**src/tcld_pkg.sv**
```systemverilog
// ----------------------------------------------------------------------------
// tcld_pkg
// Shared types and constants of the text command line decoder: result kinds,
// number parse phases, ASCII codes and the request/result structs that pass
// between the top level and the line parser.
// ----------------------------------------------------------------------------
package tcld_pkg;

  localparam int unsigned OUT_W = 32;

  // Configuration register indexes (byte address 4*index).
  localparam int unsigned CFG_IDX_W = 1;
  localparam logic [CFG_IDX_W-1:0] REG_TIMEOUT = 1'b0;

  localparam logic [15:0] TIMEOUT_RESET = 16'd500;

  typedef enum logic [3:0] {
    KIND_PING    = 4'd0,
    KIND_SAVE    = 4'd1,
    KIND_STATE   = 4'd2,
    KIND_MIX     = 4'd3,
    KIND_MANUAL  = 4'd4,
    KIND_ZERO    = 4'd5,
    KIND_PARAM   = 4'd6,
    KIND_RESET   = 4'd7,
    KIND_VISION  = 4'd8,
    KIND_HEART   = 4'd9,
    KIND_IGNORED = 4'd10,
    KIND_LINK    = 4'd11
  } kind_e;

  typedef enum logic [1:0] {
    PH_BEFORE = 2'd0,
    PH_SIGN   = 2'd1,
    PH_DIGITS = 2'd2,
    PH_DONE   = 2'd3
  } phase_e;

  localparam logic [7:0] CH_NUL   = 8'h00;
  localparam logic [7:0] CH_TAB   = 8'h09;
  localparam logic [7:0] CH_LF    = 8'h0A;
  localparam logic [7:0] CH_CR    = 8'h0D;
  localparam logic [7:0] CH_SPACE = 8'h20;
  localparam logic [7:0] CH_PLUS  = 8'h2B;
  localparam logic [7:0] CH_COMMA = 8'h2C;
  localparam logic [7:0] CH_MINUS = 8'h2D;
  localparam logic [7:0] CH_ZERO  = 8'h30;
  localparam logic [7:0] CH_NINE  = 8'h39;

  // Command letters.
  localparam logic [7:0] CMD_STATE  = "T";
  localparam logic [7:0] CMD_MIX    = "X";
  localparam logic [7:0] CMD_MANUAL = "V";
  localparam logic [7:0] CMD_ZERO   = "Z";
  localparam logic [7:0] CMD_PARAM  = "P";
  localparam logic [7:0] CMD_RESET  = "R";
  localparam logic [7:0] CMD_VISION = "C";
  localparam logic [7:0] CMD_HEART  = "H";

  localparam logic [31:0] WORD_PING = "PING";
  localparam logic [31:0] WORD_SAVE = "SAVE";

  localparam logic [OUT_W-1:0] VISION_ARG2_DEFAULT = 32'd24;
  localparam logic [OUT_W-1:0] VISION_ARG3_DEFAULT = 32'd18;

  // Character p of a four-letter keyword, first letter in the top byte.
  function automatic logic [7:0] word_byte(logic [31:0] w, logic [1:0] p);
    return w[{~p, 3'b000} +: 8];
  endfunction

  typedef struct packed {
    logic       en;
    logic [7:0] ch;
    logic       fe;
  } line_req_t;

  typedef struct packed {
    logic                       valid;
    kind_e                      kind;
    logic [3:0][OUT_W-1:0]      args;
  } line_res_t;

endpackage

```
**src/tcld_line.sv**
```systemverilog
// ----------------------------------------------------------------------------
// tcld_line
// Per-character line parser: keyword prefix match, first letter capture and
// incremental signed decimal list parsing. Closes a line on request and
// reports the decoded command in the same cycle.
// ----------------------------------------------------------------------------
module tcld_line #(
  parameter int unsigned MAX_ARGS = 6,
  parameter int unsigned ARG_BITS = 32
) (
  input  logic               clk_i,
  input  logic               rst_ni,
  input  tcld_pkg::line_req_t req_i,
  output tcld_pkg::line_res_t res_o
);

  localparam int unsigned CntW = $clog2(MAX_ARGS + 1);
  localparam int unsigned OW   = tcld_pkg::OUT_W;

  logic [2:0]               pos_q, pos_d;
  logic [7:0]               first_q, first_d;
  logic [1:0]               pm_q, pm_d;
  logic                     args_en_q, args_en_d;
  tcld_pkg::phase_e         phase_q, phase_d;
  logic                     neg_q, neg_d;
  logic [ARG_BITS-1:0]      acc_q, acc_d;
  logic                     sat_q, sat_d;
  logic [CntW-1:0]          cnt_q, cnt_d;
  logic [3:0][OW-1:0]       store_q, store_d;
  logic                     nonblank_q, nonblank_d;

  // State after the character has been added.
  logic [2:0]               a_pos;
  logic [7:0]               a_first;
  logic [1:0]               a_pm;
  logic                     a_args_en;
  tcld_pkg::phase_e         a_phase;
  logic                     a_neg;
  logic [ARG_BITS-1:0]      a_acc;
  logic                     a_sat;
  logic [CntW-1:0]          a_cnt;
  logic [3:0][OW-1:0]       a_store;
  logic                     a_nonblank;

  logic [7:0]               ch;
  logic                     is_term, closing, digit, space;
  logic [3:0]               dval;
  logic [ARG_BITS-1:0]      lim;
  logic [ARG_BITS+3:0]      acc10;
  logic                     ovf;
  logic [ARG_BITS-1:0]      feed_acc;
  logic                     feed_sat;
  logic [ARG_BITS+OW-1:0]   acc_ext, a_acc_ext;
  logic [OW-1:0]            push_v, close_v;
  logic [3:0][OW-1:0]       c_store;
  logic [CntW-1:0]          c_cnt;
  tcld_pkg::kind_e          kind;
  logic                     show;
  logic [3:0][OW-1:0]       args;

  assign ch      = req_i.ch;
  assign is_term = (ch == tcld_pkg::CH_NUL) || (ch == tcld_pkg::CH_LF);
  assign closing = is_term || req_i.fe;
  assign digit   = (ch >= tcld_pkg::CH_ZERO) && (ch <= tcld_pkg::CH_NINE);
  assign space   = (ch == tcld_pkg::CH_SPACE) ||
                   ((ch >= tcld_pkg::CH_TAB) && (ch <= tcld_pkg::CH_CR));
  assign dval    = ch[3:0];

  // Saturating digit accumulate: overflow when acc*10 + d exceeds the limit.
  assign lim   = {1'b1, {(ARG_BITS-1){1'b0}}} - ARG_BITS'(!neg_q);
  assign acc10 = ({4'b0, acc_q} << 3) + ({4'b0, acc_q} << 1) + (ARG_BITS+4)'(dval);
  assign ovf   = acc10 > {4'b0, lim};
  always_comb begin
    feed_acc = acc_q;
    feed_sat = sat_q;
    if (!sat_q) begin
      if (ovf) begin
        feed_sat = 1'b1;
        feed_acc = lim;
      end else begin
        feed_acc = acc10[ARG_BITS-1:0];
      end
    end
  end

  assign acc_ext   = {{OW{1'b0}}, acc_q};
  assign a_acc_ext = {{OW{1'b0}}, a_acc};
  assign push_v    = neg_q ? (OW'(0) - acc_ext[OW-1:0]) : acc_ext[OW-1:0];
  assign close_v   = a_neg ? (OW'(0) - a_acc_ext[OW-1:0]) : a_acc_ext[OW-1:0];

  // Add the character to the line.
  always_comb begin
    a_pos      = pos_q;
    a_first    = first_q;
    a_pm       = pm_q;
    a_args_en  = args_en_q;
    a_phase    = phase_q;
    a_neg      = neg_q;
    a_acc      = acc_q;
    a_sat      = sat_q;
    a_cnt      = cnt_q;
    a_store    = store_q;
    a_nonblank = nonblank_q;
    if (!is_term) begin
      if ((ch != tcld_pkg::CH_SPACE) && (ch != tcld_pkg::CH_CR)) begin
        a_nonblank = 1'b1;
      end
      if (pos_q == 3'd0) begin
        a_first = ch;
      end
      if (pos_q < 3'd4) begin
        if (ch != tcld_pkg::word_byte(tcld_pkg::WORD_PING, pos_q[1:0])) begin
          a_pm[0] = 1'b0;
        end
        if (ch != tcld_pkg::word_byte(tcld_pkg::WORD_SAVE, pos_q[1:0])) begin
          a_pm[1] = 1'b0;
        end
      end
      if ((pos_q == 3'd1) && (ch == tcld_pkg::CH_COMMA)) begin
        a_args_en = 1'b1;
      end
      if ((pos_q >= 3'd2) && args_en_q) begin
        case (phase_q)
          tcld_pkg::PH_BEFORE: begin
            if (space) begin
              a_phase = tcld_pkg::PH_BEFORE;
            end else if ((ch == tcld_pkg::CH_PLUS) || (ch == tcld_pkg::CH_MINUS)) begin
              a_neg   = (ch == tcld_pkg::CH_MINUS);
              a_phase = tcld_pkg::PH_SIGN;
            end else if (digit) begin
              a_acc   = feed_acc;
              a_sat   = feed_sat;
              a_phase = tcld_pkg::PH_DIGITS;
            end else begin
              a_phase = tcld_pkg::PH_DONE;
            end
          end
          tcld_pkg::PH_SIGN: begin
            if (digit) begin
              a_acc   = feed_acc;
              a_sat   = feed_sat;
              a_phase = tcld_pkg::PH_DIGITS;
            end else begin
              a_phase = tcld_pkg::PH_DONE;
            end
          end
          tcld_pkg::PH_DIGITS: begin
            if (digit) begin
              a_acc = feed_acc;
              a_sat = feed_sat;
            end else begin
              if (cnt_q < CntW'(4)) begin
                a_store[cnt_q[1:0]] = push_v;
              end
              a_cnt = cnt_q + CntW'(1);
              if ((ch == tcld_pkg::CH_COMMA) && (a_cnt < CntW'(MAX_ARGS))) begin
                a_neg   = 1'b0;
                a_acc   = '0;
                a_sat   = 1'b0;
                a_phase = tcld_pkg::PH_BEFORE;
              end else begin
                a_phase = tcld_pkg::PH_DONE;
              end
            end
          end
          default: begin
            a_phase = phase_q;
          end
        endcase
      end
      a_pos = (pos_q < 3'd7) ? pos_q + 3'd1 : 3'd7;
    end
  end

  // Close the line: flush a number still in progress, then decode.
  always_comb begin
    c_store = a_store;
    c_cnt   = a_cnt;
    if ((a_phase == tcld_pkg::PH_DIGITS) && a_args_en) begin
      if (a_cnt < CntW'(4)) begin
        c_store[a_cnt[1:0]] = close_v;
      end
      c_cnt = a_cnt + CntW'(1);
    end

    // Entries past the argument count were never written and hold zero.
    args = c_store;
    show = 1'b1;
    if ((a_pos >= 3'd4) && a_pm[0]) begin
      kind = tcld_pkg::KIND_PING;
      show = 1'b0;
    end else if ((a_pos >= 3'd4) && a_pm[1]) begin
      kind = tcld_pkg::KIND_SAVE;
      show = 1'b0;
    end else begin
      unique case (a_first)
        tcld_pkg::CMD_STATE: begin
          kind = (c_cnt >= CntW'(1)) ? tcld_pkg::KIND_STATE : tcld_pkg::KIND_IGNORED;
        end
        tcld_pkg::CMD_MIX: begin
          kind = (c_cnt >= CntW'(3)) ? tcld_pkg::KIND_MIX : tcld_pkg::KIND_IGNORED;
        end
        tcld_pkg::CMD_MANUAL: begin
          kind = (c_cnt >= CntW'(2)) ? tcld_pkg::KIND_MANUAL : tcld_pkg::KIND_IGNORED;
        end
        tcld_pkg::CMD_ZERO: begin
          kind = (c_cnt >= CntW'(1)) ? tcld_pkg::KIND_ZERO : tcld_pkg::KIND_IGNORED;
        end
        tcld_pkg::CMD_PARAM: begin
          kind = (c_cnt >= CntW'(2)) ? tcld_pkg::KIND_PARAM : tcld_pkg::KIND_IGNORED;
        end
        tcld_pkg::CMD_RESET: begin
          kind = tcld_pkg::KIND_RESET;
        end
        tcld_pkg::CMD_VISION: begin
          kind = (c_cnt >= CntW'(2)) ? tcld_pkg::KIND_VISION : tcld_pkg::KIND_IGNORED;
          if (c_cnt < CntW'(3)) begin
            args[2] = tcld_pkg::VISION_ARG2_DEFAULT;
          end
          if (c_cnt < CntW'(4)) begin
            args[3] = tcld_pkg::VISION_ARG3_DEFAULT;
          end
        end
        tcld_pkg::CMD_HEART: begin
          kind = tcld_pkg::KIND_HEART;
        end
        default: begin
          kind = tcld_pkg::KIND_IGNORED;
        end
      endcase
      if (kind == tcld_pkg::KIND_IGNORED) begin
        show = 1'b0;
      end
    end

    res_o.valid = req_i.en && closing && a_nonblank;
    res_o.kind  = kind;
    res_o.args  = show ? args : '0;
  end

  always_comb begin
    pos_d      = pos_q;
    first_d    = first_q;
    pm_d       = pm_q;
    args_en_d  = args_en_q;
    phase_d    = phase_q;
    neg_d      = neg_q;
    acc_d      = acc_q;
    sat_d      = sat_q;
    cnt_d      = cnt_q;
    store_d    = store_q;
    nonblank_d = nonblank_q;
    if (req_i.en) begin
      if (closing) begin
        pos_d      = '0;
        first_d    = '0;
        pm_d       = 2'b11;
        args_en_d  = 1'b0;
        phase_d    = tcld_pkg::PH_BEFORE;
        neg_d      = 1'b0;
        acc_d      = '0;
        sat_d      = 1'b0;
        cnt_d      = '0;
        store_d    = '0;
        nonblank_d = 1'b0;
      end else begin
        pos_d      = a_pos;
        first_d    = a_first;
        pm_d       = a_pm;
        args_en_d  = a_args_en;
        phase_d    = a_phase;
        neg_d      = a_neg;
        acc_d      = a_acc;
        sat_d      = a_sat;
        cnt_d      = a_cnt;
        store_d    = a_store;
        nonblank_d = a_nonblank;
      end
    end
  end

  always_ff @(posedge clk_i or negedge rst_ni) begin
    if (!rst_ni) begin
      pos_q      <= '0;
      first_q    <= '0;
      pm_q       <= 2'b11;
      args_en_q  <= 1'b0;
      phase_q    <= tcld_pkg::PH_BEFORE;
      neg_q      <= 1'b0;
      acc_q      <= '0;
      sat_q      <= 1'b0;
      cnt_q      <= '0;
      store_q    <= '0;
      nonblank_q <= 1'b0;
    end else begin
      pos_q      <= pos_d;
      first_q    <= first_d;
      pm_q       <= pm_d;
      args_en_q  <= args_en_d;
      phase_q    <= phase_d;
      neg_q      <= neg_d;
      acc_q      <= acc_d;
      sat_q      <= sat_d;
      cnt_q      <= cnt_d;
      store_q    <= store_d;
      nonblank_q <= nonblank_d;
    end
  end

endmodule

```
**src/text_command_line_decoder_core.sv**
```systemverilog
// ----------------------------------------------------------------------------
// text_command_line_decoder_core
// Decodes newline-terminated ASCII command lines from received bytes and
// reports link health on millisecond ticks.
// ----------------------------------------------------------------------------
//
//   Channel  Direction  Handshake              Payload
//   -------  ---------  ---------------------  ------------------------------
//   in       sink       in_valid_i/in_ready_o  cmd_i, data_byte_i, frame_end_i
//   out      source     out_valid_o/out_ready_i kind_o, arg0_o..arg3_o,
//                                              link_ok_o
//   cfg      APB slave  psel/penable/pready    timeout_ms at address 0
//
// One request per cycle is sustained while out_ready_i is high. A request is
// held in the input register, decoded there, and its result (if any) lands
// in the output register, which drives out_valid_o.
// The input register advances whenever the output register is empty or
// being read, so a stalled output backs up at most one extra request.
// Reset clears the line parser, the watchdog and restores timeout_ms to 500.
// ----------------------------------------------------------------------------
module text_command_line_decoder_core #(
  parameter int unsigned MAX_ARGS = 6,
  parameter int unsigned ARG_BITS = 32
) (
  input  logic               clk_i,
  input  logic               rst_ni,

  input  logic               in_valid_i,
  output logic               in_ready_o,
  input  logic               cmd_i,
  input  logic [7:0]         data_byte_i,
  input  logic               frame_end_i,

  output logic               out_valid_o,
  input  logic               out_ready_i,
  output logic [3:0]         kind_o,
  output logic signed [31:0] arg0_o,
  output logic signed [31:0] arg1_o,
  output logic signed [31:0] arg2_o,
  output logic signed [31:0] arg3_o,
  output logic               link_ok_o,

  input  logic               psel,
  input  logic               penable,
  input  logic               pwrite,
  input  logic [2:0]         paddr,
  input  logic [31:0]        pwdata,
  output logic [31:0]        prdata,
  output logic               pready
);

  localparam int unsigned OW = tcld_pkg::OUT_W;

  logic                   in_vld_q, in_vld_d;
  logic                   cmd_q;
  logic [7:0]             byte_q;
  logic                   fe_q;

  logic                   out_vld_q, out_vld_d;
  tcld_pkg::kind_e        out_kind_q, out_kind_d;
  logic [3:0][OW-1:0]     out_args_q, out_args_d;
  logic                   out_link_q, out_link_d;

  logic [15:0]            timeout_q, timeout_d;
  logic                   dead_q, dead_d;
  logic [31:0]            elapsed_q, elapsed_d;
  logic                   heard_q, heard_d;

  logic                   accept, advance, is_byte;
  logic [tcld_pkg::CFG_IDX_W-1:0] cfg_idx;
  logic                   cfg_wr;
  tcld_pkg::line_req_t    line_req;
  tcld_pkg::line_res_t    line_res;

  assign advance    = in_vld_q && (!out_vld_q || out_ready_i);
  assign in_ready_o = !in_vld_q || advance;
  assign accept     = in_valid_i && in_ready_o;
  assign is_byte    = !cmd_q;

  assign line_req.en = advance && is_byte && !dead_q;
  assign line_req.ch = byte_q;
  assign line_req.fe = fe_q;

  tcld_line #(
    .MAX_ARGS (MAX_ARGS),
    .ARG_BITS (ARG_BITS)
  ) u_line (
    .clk_i  (clk_i),
    .rst_ni (rst_ni),
    .req_i  (line_req),
    .res_o  (line_res)
  );

  // Configuration port.
  assign cfg_idx = paddr[2 +: tcld_pkg::CFG_IDX_W];
  assign cfg_wr  = psel && penable && pwrite && pready;
  assign pready  = 1'b1;
  always_comb begin
    prdata    = '0;
    timeout_d = timeout_q;
    if (cfg_idx == tcld_pkg::REG_TIMEOUT) begin
      prdata = {16'b0, timeout_q};
      if (cfg_wr) begin
        timeout_d = pwdata[15:0];
      end
    end
  end

  always_comb begin
    in_vld_d   = in_vld_q;
    out_vld_d  = out_vld_q;
    out_kind_d = out_kind_q;
    out_args_d = out_args_q;
    out_link_d = out_link_q;
    dead_d     = dead_q;
    elapsed_d  = elapsed_q;
    heard_d    = heard_q;

    if (accept) begin
      in_vld_d = 1'b1;
    end else if (advance) begin
      in_vld_d = 1'b0;
    end

    if (out_ready_i) begin
      out_vld_d = 1'b0;
    end

    if (advance) begin
      if (!is_byte) begin
        // Tick: count, then report the link health.
        if (elapsed_q != 32'hFFFF_FFFF) begin
          elapsed_d = elapsed_q + 32'd1;
        end
        out_vld_d  = 1'b1;
        out_kind_d = tcld_pkg::KIND_LINK;
        out_args_d = '0;
        out_link_d = !(heard_q && (elapsed_d > {16'b0, timeout_q}));
      end else if (dead_q) begin
        // Skip the rest of a frame after a zero byte.
        if (fe_q) begin
          dead_d = 1'b0;
        end
      end else begin
        if ((byte_q == tcld_pkg::CH_NUL) && !fe_q) begin
          dead_d = 1'b1;
        end
        if (line_res.valid) begin
          heard_d    = 1'b1;
          elapsed_d  = '0;
          out_vld_d  = 1'b1;
          out_kind_d = line_res.kind;
          out_args_d = line_res.args;
          out_link_d = 1'b1;
        end
      end
    end
  end

  always_ff @(posedge clk_i) begin
    if (accept) begin
      cmd_q  <= cmd_i;
      byte_q <= data_byte_i;
      fe_q   <= frame_end_i;
    end
    out_kind_q <= out_kind_d;
    out_args_q <= out_args_d;
    out_link_q <= out_link_d;
  end

  always_ff @(posedge clk_i or negedge rst_ni) begin
    if (!rst_ni) begin
      in_vld_q  <= 1'b0;
      out_vld_q <= 1'b0;
      timeout_q <= tcld_pkg::TIMEOUT_RESET;
      dead_q    <= 1'b0;
      elapsed_q <= '0;
      heard_q   <= 1'b0;
    end else begin
      in_vld_q  <= in_vld_d;
      out_vld_q <= out_vld_d;
      timeout_q <= timeout_d;
      dead_q    <= dead_d;
      elapsed_q <= elapsed_d;
      heard_q   <= heard_d;
    end
  end

  assign out_valid_o = out_vld_q;
  assign kind_o      = out_kind_q;
  assign arg0_o      = signed'(out_args_q[0]);
  assign arg1_o      = signed'(out_args_q[1]);
  assign arg2_o      = signed'(out_args_q[2]);
  assign arg3_o      = signed'(out_args_q[3]);
  assign link_ok_o   = out_link_q;

endmodule
```
**config.mk**
```make
export PLATFORM = sky130hd
export DESIGN_NAME = text_command_line_decoder_core
export DESIGN_NICKNAME = d
export VERILOG_FILES = /design/src/tcld_pkg.sv /design/src/tcld_line.sv /design/src/text_command_line_decoder_core.sv
export SDC_FILE = /design/constraint.sdc
export NUM_CORES = 1
export LEC_CHECK = 0
export ABC_AREA = 1
export BUFFER_PORTS_ARGS = -buffer_cell sky130_fd_sc_hd__buf_2
export CORE_MARGIN = 2
export CORE_UTILIZATION = 45
export CTS_BUF_LIST = sky130_fd_sc_hd__clkbuf_8
export CTS_CLUSTER_SIZE = 20
export DETAILED_ROUTE_END_ITERATION = 8
export GPL_ROUTABILITY_DRIVEN = 0
export PLACE_DENSITY = 0.67
export SLEW_MARGIN = 20
export SYNTH_ARGS = -nofsm -noshare
export SYNTH_HDL_FRONTEND = slang
export SYNTH_SLANG_ARGS = --single-unit
export TNS_END_PERCENT = 50
```
**constraint.sdc**
```tcl
create_clock -name clk_i -period 9.8 [get_ports clk_i]
set_input_delay 1.96 -clock clk_i [delete_from_list [all_inputs] [get_ports clk_i]]
set_output_delay 1.96 -clock clk_i [all_outputs]
set_load 0.1 [all_outputs]
```
=== Yosys cells after proc, flatten, opt, wreduce, memory -nomap -nowiden ===
Index checks and enable logic that the tools add are counted.

* Add/subtract/negate cells: 9
* Magnitude comparators: 22
* Equal/unequal tests: 28
* Shift-type cells: 2
* Multiplexer cells: 122
* Bitwise logic cells: 4
* Reduce and logical (&&, ||, !) cells: 46

{| class="wikitable"
|+ Operator list
! operator !! number
|-
| 128-bit two-way mux || 11
|-
| 32-bit two-way mux || 22
|-
| 128-bit bitwise mux || 2
|-
| 64-bit two-way mux || 3
|-
| 32-bit demux with 2-bit select || 2
|-
| 32-bit case mux with 3 select lines || 1
|-
| 8-bit by 7-bit == test with 1-bit output (second input constant) || 8
|-
| 32-bit by 6-bit indexed part select with 8-bit output (first input constant) || 2
|-
| 1-bit by 32-bit subtractor with 32-bit output (first input constant) || 2
|-
| 4-bit two-way mux || 11
|-
| 1-bit two-way mux || 42
|-
| 35-bit by 33-bit adder with 36-bit output || 1
|-
| 36-bit by 4-bit adder with 36-bit output || 1
|-
| 36-bit by 32-bit > comparator with 1-bit output || 1
|-
| 32-bit by 1-bit adder with 32-bit output (second input constant) || 1
|-
| 8-bit by 6-bit == test with 1-bit output (second input constant) || 4
|-
| 32-bit by 16-bit > comparator with 1-bit output || 1
|-
| 32-bit inequality test (second input constant) || 1
|-
| 4-bit case mux with 8 select lines || 1
|-
| 32-bit by 1-bit subtractor with 32-bit output (first input constant) || 1
|-
| 3-bit two-way mux || 9
|-
| 8-bit two-way mux || 3
|-
| 2-bit two-way mux || 11
|-
| 1-bit logical AND || 21
|-
| 40 further kinds || 71
|}

* Register bits: 377
* Input port bits: 52
* Output and inout port bits: 168
* Word-level logic and storage cells: 262

=== Longest topological paths before layout ===
Gate-level depths: netlist (run 1).

* Depth in word-level cells: 23
* Gate-level depth with buffers: 43
* Depth with buffers taken out: 43

=== Cells and area by module ===
From an unflattened synthesis (run 1), not the netlist that was laid out.

* Cells, all modules: 3793
* Area total of the unflattened synthesis: 26823.2 µm²

{| class="wikitable"
|+ By module, submodules not included
! module !! times used !! cells each !! area each (µm²) !! sequential area each (µm²)
|-
| tcld_line || 1 || 2820 || 17747.0 || 4556.9
|-
| text_command_line_decoder_core || 1 || 973 || 9076.2 || 5602.9
|}

=== Least setup slack after synthesis (run 1) ===
Ideal clock, no wire load.

* Kind: input port to flip-flop
* From: input out_ready_i
* To: register out_args_q (netlist bit arg0_o[0]), enable pin
* Library setup time: 0.549 ns
* Arrival: 7.203 ns
* Data required time: 9.251 ns
* Setup slack: 2.047 ns
* Stages on the path: 12
* Buffers on the path: 2
* Cells stage by stage: inv_1 -> nand2_1 -> nand2_1 -> nor2_1 -> nand2_1 -> nor2_1 -> inv_1 -> nor2_1 -> inv_1 -> a21oi_1 -> clkbuf_1 -> clkbuf_1

* Cells in the longest elaborated chain, start to end: 8

{| class="wikitable"
|+ RTL lines
! item !! RTL line !! text
|-
| start: declaration || text_command_line_decoder_core.sv:35 || <nowiki>input logic out_ready_i,</nowiki>
|-
| 1-bit logical OR * || text_command_line_decoder_core.sv:75 || <nowiki>assign advance = in_vld_q && (!out_vld_q || out_ready_i);</nowiki>
|-
| 1-bit logical AND * || text_command_line_decoder_core.sv:75 ||
|-
| 1-bit logical AND (2 in series) || text_command_line_decoder_core.sv:80 || <nowiki>assign line_req.en = advance && is_byte && !dead_q;</nowiki>
|-
| 1-bit logical AND (2 in series) || tcld_line.sv:236 || <nowiki>res_o.valid = req_i.en && closing && a_nonblank;</nowiki>
|-
| 2-bit nonzero test (no source line) || -- ||
|-
| 3-bit AND reduction (no source line) * || -- ||
|-
| end signal: assignment || text_command_line_decoder_core.sv:167 || <nowiki>out_args_q <= out_args_d;</nowiki>
|-
| end: declaration || text_command_line_decoder_core.sv:61 || <nowiki>logic [3:0][OW-1:0] out_args_q, out_args_d;</nowiki>
|}

Mark *: on every way between the ends. The rest lies on a longest branch, timed or not.
A chain may end at the register's enable or synchronous reset.

=== Worst setup path after layout (run 1) ===
* From: register u_line.acc_q[0]
* To: register out_args_q (netlist bit arg2_o[10]), data pin

* Cells in the longest elaborated chain, start to end: 23
* Elaborated cells on any way between the ends: 33
* Those cells by class: 4 x add/sub; 1 x order compare; 28 x mux

{| class="wikitable"
|+ RTL lines
! item !! RTL line !! text
|-
| start: declaration || tcld_line.sv:26 || <nowiki>logic [ARG_BITS-1:0] acc_q, acc_d;</nowiki>
|-
| start signal: assignment || tcld_line.sv:290 || <nowiki>acc_q <= '0;</nowiki>
|-
| start signal: assignment || tcld_line.sv:302 || <nowiki>acc_q <= acc_d;</nowiki>
|-
| 35-bit by 33-bit adder with 36-bit output || tcld_line.sv:71 || <nowiki>assign acc10 = ({4'b0, acc_q} << 3) + ({4'b0, acc_q} << 1) + (ARG_BITS+4)'(dval);</nowiki>
|-
| 36-bit by 4-bit adder with 36-bit output || tcld_line.sv:71 ||
|-
| 36-bit by 32-bit > comparator with 1-bit output || tcld_line.sv:72 || <nowiki>assign ovf = acc10 > {4'b0, lim};</nowiki>
|-
| 32-bit two-way mux || tcld_line.sv:77 || <nowiki>if (ovf) begin</nowiki>
|-
| 32-bit two-way mux || tcld_line.sv:76 || <nowiki>if (!sat_q) begin</nowiki>
|-
| 32-bit two-way mux || tcld_line.sv:130, tcld_line.sv:139 ||
|-
| 32-bit two-way mux || tcld_line.sv:127 || <nowiki>end else if ((ch == tcld_pkg::CH_PLUS) || (ch == tcld_pkg::CH_MINUS)) begin</nowiki>
|-
| 32-bit two-way mux || tcld_line.sv:125 || <nowiki>if (space) begin</nowiki>
|-
| (+7 left out) || -- ||
|-
| 128-bit two-way mux * || tcld_line.sv:179 || <nowiki>if ((a_phase == tcld_pkg::PH_DIGITS) && a_args_en) begin</nowiki>
|-
| 32-bit two-way mux || tcld_line.sv:217 || <nowiki>if (c_cnt < CntW'(3)) begin</nowiki>
|-
| 64-bit two-way mux || tcld_line.sv:196 || <nowiki>unique case (a_first)</nowiki>
|-
| 64-bit two-way mux || tcld_line.sv:192 || <nowiki>end else if ((a_pos >= 3'd4) && a_pm[1]) begin</nowiki>
|-
| 64-bit two-way mux * || tcld_line.sv:189 || <nowiki>if ((a_pos >= 3'd4) && a_pm[0]) begin</nowiki>
|-
| 128-bit two-way mux * || tcld_line.sv:238 || <nowiki>res_o.args = show ? args : '0;</nowiki>
|-
| 128-bit two-way mux * || text_command_line_decoder_core.sv:148 || <nowiki>if (line_res.valid) begin</nowiki>
|-
| 128-bit two-way mux * || text_command_line_decoder_core.sv:139 || <nowiki>end else if (dead_q) begin</nowiki>
|}

Mark *: on every way between the ends. The rest lies on a longest branch, timed or not. The select of a mux whose other input is x is not followed.

==> impl_table.tex, run 1 <==
\begin{tabular}{lr}
\hline
Metric & Value \\
\hline
\multicolumn{2}{l}{\textbf{Run status}} \\
\quad Result of the run & finished clean \\
\multicolumn{2}{l}{\textbf{STA}} \\
\quad Peak clock frequency supported by timing & 133 MHz \\
\quad Measured slew at the worst slew-check pin & 1.15 ns \\
\quad Setup repair after global routing missed its margin & no \\
\quad Tightest slew margin relative to the limit & 23.1\% \\
\quad Setup violation total in the final timing report & 0 \\
\quad Portion of the clock cycle consumed by the worst path in the final layout & 76.5\% \\
\quad Number of pins with negative max-slew slack in the final report & 0 \\
\quad Setup slack after layout & 2.31 ns \\
\quad Setup TNS & 0 ns \\
\quad Final Hold Viols & 0 \\
\quad Clk\_skew & 0.0533 ns \\
\quad Final period demand of the worst path & 7.49 ns \\
\multicolumn{2}{l}{\textbf{Yosys}} \\
\quad Async S/R FF share, synth & 62.1\% \\
\quad Syn avg cell area & 7.46 um2 \\
\quad Top flip-flop cell by instance count after synthesis & dfrtp\_1 \\
\quad Count of mapped cells out of synthesis & 3363 \\
\quad Synth cell types & 63 \\
\quad Netlist Area Pre-Place & 25100 um2 \\
\quad Proportion of synthesized chip area in sequential cells & 40.5\% \\
\quad Seq cells post-synth & 377 \\
\quad Number of enable flip-flop cells after synthesis & 143 \\
\quad Warnings from Yosys & 0 \\
\multicolumn{2}{l}{\textbf{Routing}} \\
\quad Number of vias per cell after detailed routing & 5.45 \\
\quad Routed length per placed instance & 17.6 um \\
\quad Number of iterations in the first detailed-routing pass & 8 \\
\quad Wire length after detailed routing & 75500 um \\
\quad Remaining DRCs & 0 \\
\quad Post-route ant nets & 0 \\
\quad DR vias & 23400 \\
\quad First DRT Iteration DRCs & 2629 \\
\multicolumn{2}{l}{\textbf{Clocking}} \\
\quad Clock tree sinks & 377 \\
\quad Number of buffers between clock root and the deepest sink & 3 \\
\quad Resized Gates After CTS & 0 \\
\quad TritonCTS buffer count & 69 \\
\quad Htree depth & 3 \\
\quad Clock slew at the register clock pins of the worst setup and hold paths & 0.06 ns \\
\quad Root buf cell & clkbuf\_8 \\
\quad Clock tree from TritonCTS & done \\
\quad Clock Latency Late Sink & 0.68 ns \\
\quad Postcts setup bufs & 0 \\
\quad Count of hold-fix buffers inserted at cts & 0 \\
\multicolumn{2}{l}{\textbf{Setup path}} \\
\quad WS Path Type & flip-flop to flip-flop \\
\quad Family of cells with the greatest summed delay on the critical path & simple AND/OR/NAND/NOR gates \\
\quad Peak fanout along the critical path & 20 \\
\quad Kind of start point of the critical path & flip-flop \\
\quad Buf+Inv Stages, Crit Path & 3 \\
\quad Cell repeated most along the worst path & nand2\_1 \\
\quad Worst-path cell with the longest stage delay & xor2\_1 \\
\quad Capturing element type of the critical path & flip-flop \\
\quad Required time of the critical path & 10.18 ns \\
\quad Signal arrival time at the worst endpoint & 7.87 ns \\
\quad Worst stage delay on the critical path & 0.60 ns \\
\multicolumn{2}{l}{\textbf{Global routing}} \\
\quad Aggregate global-route resource usage & 26.2\% \\
\quad Antenna violations before repair & 1 \\
\quad Via count of the first global-routing pass & 21300 \\
\quad Largest net degree at the start of global routing & 156 \\
\quad First-pass GRT wire length & 119000 um \\
\quad Residual overflow from global routing & 0 \\
\multicolumn{2}{l}{\textbf{Finish}} \\
\quad Most common library cell in the layout ignoring fill and taps & nand2\_1 \\
\quad Top library cells by usage in the layout, fill and taps aside & 845 x nand2\_1, 456 x inv\_1, 256 x o21ai\_0 \\
\quad FILL cells & 5489 \\
\quad Fin nets & 3684 \\
\quad Proportion of layout cells with a drive suffix above 1 & 11.5\% \\
\quad Footprint of the multi-input gates & 12600 um2 \\
\quad Area growth from synthesis to final layout & 11.1\% \\
\quad FF/Latch Area & 10200 um2 \\
\multicolumn{2}{l}{\textbf{Floorplanning}} \\
\quad Total die area & 57700 um2 \\
\quad Starting density of the core & 45.5\% \\
\quad I/O pins & 220 \\
\quad Number of placement rows & 86 \\
\quad Floorplan die height & 240 um \\
\quad Placeable Area & 55100 um2 \\
\quad X dimension of the die & 240 um \\
\multicolumn{2}{l}{\textbf{Hold path}} \\
\quad Path category of the worst min-delay check & flip-flop to flip-flop \\
\multicolumn{2}{l}{\textbf{Place}} \\
\quad Total of buffers placed on input and output ports & 184 \\
\quad Half-perimeter wire length after placement & 53200 um \\
\quad Pre-CTS setup slack & 2.44 ns \\
\multicolumn{2}{l}{\textbf{Run}} \\
\quad Maximum capacitance violations & 0 \\
\multicolumn{2}{l}{\textbf{Power and ir drop}} \\
\quad Leak & 14.4 nW \\
\quad Worst-case vdd ir drop & 0.0864 mV \\
\quad Cell area power density & 165 nW/um2 \\
\hline
\end{tabular}
[layout make-up]
type                       count  area share [%]
antenna                        1         0.00898
multi-input combinational   2384            45.0
clock buffer                  74            3.65
sequential                   377            36.5
timing repair buffer         206            4.02
tap                          748            3.36
inverter                     462            6.25
clock inverter                48            1.21
[through the flow]
stage	hold slack [ns]	total power [W]	cell area, um2	std cells	utilization [%]
finish	0.474	0.00460	27900	4300	50.6
global route	0.484	0.00482	27900	4300	50.6
CTS	0.474	0.00462	27900	4299	50.6
detailed placement	0.466	0.00311	26500	4177	48.1
global placement	0.461	0.00310	26500	4177	48.1
floorplan	0.440	0.00286	25200	3378	-
[layer usage]
metal | up-vias | global-route usage (%) | wire length, um
li1 | 11400 | - | -
met1 | 10900 | 38.0 | 33700
met2 | 1016 | 39.4 | 33000
met3 | 124 | 5.02 | 7020
met4 | 0 | 8.51 | 1810
met5 | - | 0 | 0
[power by group]
| part | switching (W) | total (W) | internal [W] |
|---|---|---|---|
| Sequential | 0.0000721 | 0.00185 | 0.00178 |
| Clock | 0.000702 | 0.00151 | 0.000809 |
| Combinational | 0.000983 | 0.00124 | 0.000256 |
| Total | 0.00176 | 0.00460 | 0.00284 |
[kinds of logic (layout without fill, tap and decap cells)]
| logic type | count (synthesis) | in the layout | share of synthesized area [%] |
|---|---|---|---|
| muxes | 1 | 1 | 0.0399 |
| buffers and inverters | 617 | 790 | 9.83 |
| AOI/OAI and AO/OA | 713 | 713 | 15.8 |
| xor gates and xnor gates | 93 | 93 | 3.31 |
| and+or+nand+nor | 1428 | 1428 | 23.9 |
| DFF | 377 | 377 | 40.5 |
| other | 2 | 18 | 0.0299 |
| adders and majority gates | 132 | 132 | 6.64 |
[final timing paths]
kind                                                  start                           end  slack [ns]  cells after the start
worst max register to register  u_line.acc_q[0]$_DFFE_PN0P_      arg2_o[10]$_SDFFCE_PP0P_        2.31                     32
worst min-delay path             u_line.pm_q[0]$_DFFE_PN1P_    u_line.pm_q[0]$_DFFE_PN1P_        0.47                      2
worst min register to register   u_line.pm_q[0]$_DFFE_PN1P_    u_line.pm_q[0]$_DFFE_PN1P_        0.47                      2
max in group asynchronous                            rst_ni  u_line.acc_q[15]$_DFFE_PN0P_        7.09                      2
min in group asynchronous                            rst_ni   u_line.pos_q[1]$_DFFE_PN0P_        1.29                      1
worst max-delay path            u_line.acc_q[0]$_DFFE_PN0P_      arg2_o[10]$_SDFFCE_PP0P_        2.31                     32
[cells in the mapped netlist, types with 10 or more instances]
cell | count | area, um2
xor2_1 | 80 | 701
buf_4 | 22 | 165
ha_1 | 130 | 1630
o21ai_1 | 20 | 100
nand3b_1 | 10 | 75.1
nor2_1 | 254 | 953
o21ai_0 | 256 | 1280
nand2_2 | 17 | 106
xnor2_1 | 11 | 96.3
inv_2 | 26 | 97.6
buf_2 | 11 | 55.1
nor3_1 | 41 | 205
dfrtp_1 | 226 | 5660
a21oi_2 | 12 | 105
nor4_1 | 11 | 68.8
nand4_1 | 27 | 169
nand2_1 | 846 | 3180
nand3_1 | 185 | 926
inv_1 | 431 | 1620
clkbuf_1 | 111 | 417
a211oi_1 | 11 | 82.6
o22ai_1 | 132 | 826
a21oi_1 | 232 | 1160
edfxtp_1 | 143 | 4290
[state kept, by name, summed over array words and instances (netlist names), 2 cells and up]
name	count
u_line.phase_q	2
timeout_q	16
arg2_o	32
u_line.cnt_q	3
elapsed_q	32
arg3_o	32
u_line.store_q	128
arg1_o	32
u_line.first_q	8
u_line.pos_q	3
u_line.pm_q	2
arg0_o	32
u_line.acc_q	32
byte_q	8
kind_o	4
[worst reg2reg max path, delay by kind of cell, from the launching register on]
kind,cells,cell delay (ns)
simple gates,17,3.05
fa+ha+maj,4,1.38
xor+xnor,2,0.97
flops,1,0.56
compound gates,6,1.06
buf+inv,3,0.22
Note: power is estimated with default switching activity, not from simulation.
==> inputs of run 2 (changes only) <==
--- a/config.mk
+++ b/config.mk
@@ -5,7 +5,7 @@
 export SDC_FILE = /design/constraint.sdc
 export NUM_CORES = 1
 export LEC_CHECK = 0
-export ABC_AREA = 1
+export ABC_AREA = 0
 export BUFFER_PORTS_ARGS = -buffer_cell sky130_fd_sc_hd__buf_2
 export CORE_MARGIN = 2
 export CORE_UTILIZATION = 45
==> constraint.sdc (replaced) <==
create_clock -name clk_i -period 6.9 [get_ports clk_i]
set_input_delay 1.38 -clock clk_i [delete_from_list [all_inputs] [get_ports clk_i]]
set_output_delay 1.38 -clock clk_i [all_outputs]
set_load 0.1 [all_outputs]
==> run 2 against run 1 <==
Compared with the run above:
- the flow now finishes with violations (negative setup slack)
- flip-flop and latch count unchanged
- global-route usage increased by 2.2 points
- critical path depth decreased by 1
- non-clock buffer count increased by 291
- final area increased by 4.9%
- power increased by 22%
- setup slack got worse by 2.5 ns
- worst hold slack improved by 0.0047 ns
- sequential share of layout area decreased by 1.7 points
- core utilization increased by 5.3 points
- combinational power decreased by 9%
- largest cell class unchanged
- sequential power increased by 36%
==> impl_table.tex, run 2 <==
\begin{tabular}{lr}
\hline
Metric & Value \\
\hline
\multicolumn{2}{l}{\textbf{Setup path}} \\
\quad Beginning of the worst register-to-register path & u\_line.acc\_q[2]\$\_DFFE\_PN0P\_ \\
\quad WS Path Type & flip-flop to flip-flop \\
\quad Capturing element type of the critical path & flip-flop \\
\quad Length in cells of the worst reg-to-reg path & 31 \\
\quad Peak fanout along the critical path & 4 \\
\quad Worst stage delay on the critical path & 0.61 ns \\
\quad Kind of start point of the critical path & flip-flop \\
\quad Worst-path cell with the longest stage delay & fa\_2 \\
\quad Worst r2r dst & arg3\_o[28]\$\_SDFFCE\_PP0P\_ \\
\quad Signal arrival time at the worst endpoint & 7.47 ns \\
\quad R2R setup slack & -0.19 ns \\
\quad Required time of the critical path & 7.29 ns \\
\multicolumn{2}{l}{\textbf{Clocking}} \\
\quad Clock Latency Late Sink & 0.70 ns \\
\quad Count of hold-fix buffers inserted at cts & 0 \\
\quad Clock slew at the register clock pins of the worst setup and hold paths & 0.06 ns \\
\quad Htree depth & 2 \\
\quad Root buf cell & clkbuf\_8 \\
\quad Clock tree from TritonCTS & done \\
\quad Clock tree sinks & 377 \\
\quad Number of buffers between clock root and the deepest sink & 3 \\
\quad TritonCTS buffer count & 61 \\
\multicolumn{2}{l}{\textbf{Yosys}} \\
\quad Post-synthesis adder-cell area fraction & 7.03\% \\
\quad Combinational family with the most area after synthesis & compound AO/OA/AOI/OAI gates \\
\quad Count of mapped cells out of synthesis & 2649 \\
\quad Xor/xnor cell area share of the yosys netlist & 4.64\% \\
\quad Async S/R FF share, synth & 62.1\% \\
\quad Seq cells post-synth & 377 \\
\quad Share of the synthesized area in compound gates (AO/OA/AOI/OAI) & 23.2\% \\
\quad Top cell type's share of synthesized area & 23.9\% \\
\quad Cell types occupying the most area after synthesis & dfrtp\_1 24\%, edfxtp\_1 18\%, ha\_1 6.9\% \\
\quad Proportion of synthesized chip area in sequential cells & 42.8\% \\
\quad Top flip-flop cell by instance count after synthesis & dfrtp\_1 \\
\quad Warnings from Yosys & 0 \\
\quad Synth cell types & 101 \\
\quad Largest area contributor in the synthesized netlist & dfrtp\_1 \\
\quad Netlist Area Pre-Place & 23700 um2 \\
\quad Number of enable flip-flop cells after synthesis & 143 \\
\quad Syn avg cell area & 8.95 um2 \\
\quad Mux contribution to synthesized area & 1.29\% \\
\quad Share of synthesized cell area in and, or, nand and nor gates & 16.9\% \\
\quad Leading cell type by number of instances after synthesis & nand2\_1 \\
\quad Commonest cells in the synthesized netlist & 347 x nand2\_1, 292 x nor2\_1, 265 x o21ai\_0 \\
\multicolumn{2}{l}{\textbf{Floorplanning}} \\
\quad Number of placement rows & 84 \\
\quad X dimension of the die & 234 um \\
\quad Total die area & 54500 um2 \\
\quad I/O pins & 220 \\
\quad Placeable Area & 52300 um2 \\
\quad Floorplan die height & 234 um \\
\quad Starting density of the core & 45.3\% \\
\multicolumn{2}{l}{\textbf{Global routing}} \\
\quad Residual overflow from global routing & 0 \\
\quad Antenna violations before repair & 1 \\
\quad Aggregate global-route resource usage & 28.4\% \\
\quad Via count of the first global-routing pass & 22300 \\
\quad Largest net degree at the start of global routing & 147 \\
\quad First-pass GRT wire length & 121000 um \\
\multicolumn{2}{l}{\textbf{Place}} \\
\quad Post-Place Cell Area & 27100 um2 \\
\quad Half-perimeter wire length after placement & 55500 um \\
\quad Total of buffers placed on input and output ports & 184 \\
\multicolumn{2}{l}{\textbf{Power and ir drop}} \\
\quad Leak & 12.5 nW \\
\quad Relative contribution of the clock network to total power & 34.7\% \\
\quad Worst-case vdd ir drop & 0.209 mV \\
\quad Switching fraction of total power & 34.1\% \\
\quad Switching power of the nets & 0.00191 W \\
\quad Sequential Power Share & 45.1\% \\
\quad Combinational group share of total power & 20.3\% \\
\quad Internal power summed over all cells & 0.00369 W \\
\quad Cell area power density & 191 nW/um2 \\
\multicolumn{2}{l}{\textbf{STA}} \\
\quad Tightest slew margin relative to the limit & 21.0\% \\
\quad Setup repair after global routing missed its margin & yes \\
\quad Worst hold slack & 0.479 ns \\
\quad Number of pins with negative max-slew slack in the final report & 0 \\
\quad Final period demand of the worst path & 7.09 ns \\
\quad Setup TNS & -2.16 ns \\
\quad Measured slew at the worst slew-check pin & 1.17 ns \\
\quad Peak clock frequency supported by timing & 141 MHz \\
\quad Portion of the clock cycle consumed by the worst path in the final layout & 103\% \\
\quad Setup violation total in the final timing report & 29 \\
\quad Final Hold Viols & 0 \\
\quad Setup slack after layout & -0.188 ns \\
\quad Clk\_skew & 0.0398 ns \\
\multicolumn{2}{l}{\textbf{Routing}} \\
\quad First DRT Iteration DRCs & 2636 \\
\quad Number of vias per cell after detailed routing & 6.08 \\
\quad Remaining DRCs & 0 \\
\quad Post-route ant nets & 0 \\
\quad Wire length after detailed routing & 78800 um \\
\quad Routed length per placed instance & 20.8 um \\
\quad Number of iterations in the first detailed-routing pass & 9 \\
\quad DR vias & 23100 \\
\multicolumn{2}{l}{\textbf{Run}} \\
\quad Maximum capacitance violations & 0 \\
\multicolumn{2}{l}{\textbf{Finish}} \\
\quad Area growth from synthesis to final layout & 23.3\% \\
\quad ANT cells & 0 \\
\quad Largest register FFs & 128 \\
\quad Top library cells by usage in the layout, fill and taps aside & 340 x nand2\_1, 303 x buf\_4, 285 x nor2\_1 \\
\quad Most common library cell in the layout ignoring fill and taps & nand2\_1 \\
\quad Share of the core filled with cells & 55.9\% \\
\quad Most flop-heavy register & u\_line.store\_q \\
\quad Proportion of layout cells with a drive suffix above 1 & 25.1\% \\
\quad Fin nets & 3236 \\
\quad Cell area after layout & 29200 um2 \\
\multicolumn{2}{l}{\textbf{Hold path}} \\
\quad Startpoint of the tightest hold check path & u\_line.store\_q[100]\$\_DFFE\_PN0P\_ \\
\quad Cell depth of the worst hold path & 2 \\
\quad Path category of the worst min-delay check & flip-flop to flip-flop \\
\quad Endpoint of the worst hold path & u\_line.store\_q[100]\$\_DFFE\_PN0P\_ \\
\multicolumn{2}{l}{\textbf{Run status}} \\
\quad Result of the run & finished, violations left \\
\quad Failing checks & negative setup slack \\
\hline
\end{tabular}
-- run 2: changes by cell type in the layout (fill, tap and decap cells not counted), sizes merged, moves of 55 or more --
cell / previous run / this run
a211oi: 11 / 87
buf: 206 / 497
inv: 486 / 77
nand2: 864 / 350
nand3: 194 / 42
o22ai: 132 / 62
xnor2: 11 / 66
-- run 2: final cells by class --
| class | instances | area [um2] |
|---|---|---|
| Sequential cell | 377 | 10200 |
| Clock inverter | 53 | 340 |
| Fill cell | 4631 | 23100 |
| Timing Repair Buffer | 497 | 3350 |
| Tap cell | 688 | 861 |
| Multi-Input combinational cell | 2059 | 13400 |
| Inverter | 56 | 215 |
| Clock buffer | 63 | 867 |
-- run 2: per-stage QoR --
stage	setup slack (ns)	power (W)	std cells
floorplan	0.0186	0.00343	2664
global placement	-0.583	0.00365	3659
detailed placement	-0.740	0.00367	3659
CTS	-0.135	0.00560	3784
global route	-0.441	0.00580	3793
finish	-0.188	0.00559	3793
-- run 2: layer usage --
metal | part of all wire [%] | global-route usage, %
met1 | 39 | 36.3
met3 | 8.7 | 5.27
met2 | 47 | 45.6
met4 | 5.3 | 15.1
met5 | 0 | 0
-- run 2: what timing repair did --
item                       in CTS  in global routing
pin swaps                      47                 50
buffers inserted                9                 10
hold endpoints to repair        0                  0
setup endpoints to repair     115                116
resized for setup              53                 96
gates cloned                    0                  0
-- run 2: power by group through the flow --
stage,sequential (W),combinational (W),clock [W]
after global placement,0.00256,0.00109,0
after CTS,0.00252,0.00112,0.00196
after floorplan,0.00290,0.000529,0
after global routing,0.00253,0.00120,0.00206
final,0.00252,0.00113,0.00194
after detailed placement,0.00256,0.00111,0
-- run 2: cell families (layout without fill, tap and decap cells) --
| kind of cell | count (synthesis) | count (layout) |
|---|---|---|
| multiplexers | 28 | 28 |
| adder cells (fa/ha/maj) | 132 | 132 |
| flip-flops | 377 | 377 |
| other | 2 | 17 |
| buffers and inverters | 228 | 669 |
| AO/OA/AOI/OAI | 867 | 867 |
| XOR/XNOR | 124 | 124 |
| AND/OR/NAND/NOR | 891 | 891 |
-- run 2: worst max-delay path: cells and delay by family (launching register included) --
| family | cells | cell delay (ns) |
|---|---|---|
| XOR/XNOR | 2 | 0.39 |
| buffers and inverters | 4 | 0.57 |
| AND/OR/NAND/NOR | 8 | 1.70 |
| flip-flops | 1 | 0.40 |
| AO/OA/AOI/OAI | 13 | 2.38 |
| adder cells (fa/ha/maj) | 4 | 1.33 |
-- run 2: how the worst max path moves through the flow --
stage                                start                       end  depth (start not counted)
2_1_floorplan          byte_q[3]$_DFFE_PP_  arg0_o[30]$_SDFFCE_PP0P_                         29
5_1_grt        u_line.acc_q[2]$_DFFE_PN0P_  arg3_o[20]$_SDFFCE_PP0P_                         34
3_5_place_dp           byte_q[3]$_DFFE_PP_  arg3_o[30]$_SDFFCE_PP0P_                         33
6_report       u_line.acc_q[2]$_DFFE_PN0P_  arg3_o[28]$_SDFFCE_PP0P_                         31
4_1_cts                byte_q[3]$_DFFE_PP_  arg0_o[30]$_SDFFCE_PP0P_                         34
3_3_place_gp           byte_q[3]$_DFFE_PP_  arg1_o[28]$_SDFFCE_PP0P_                         31
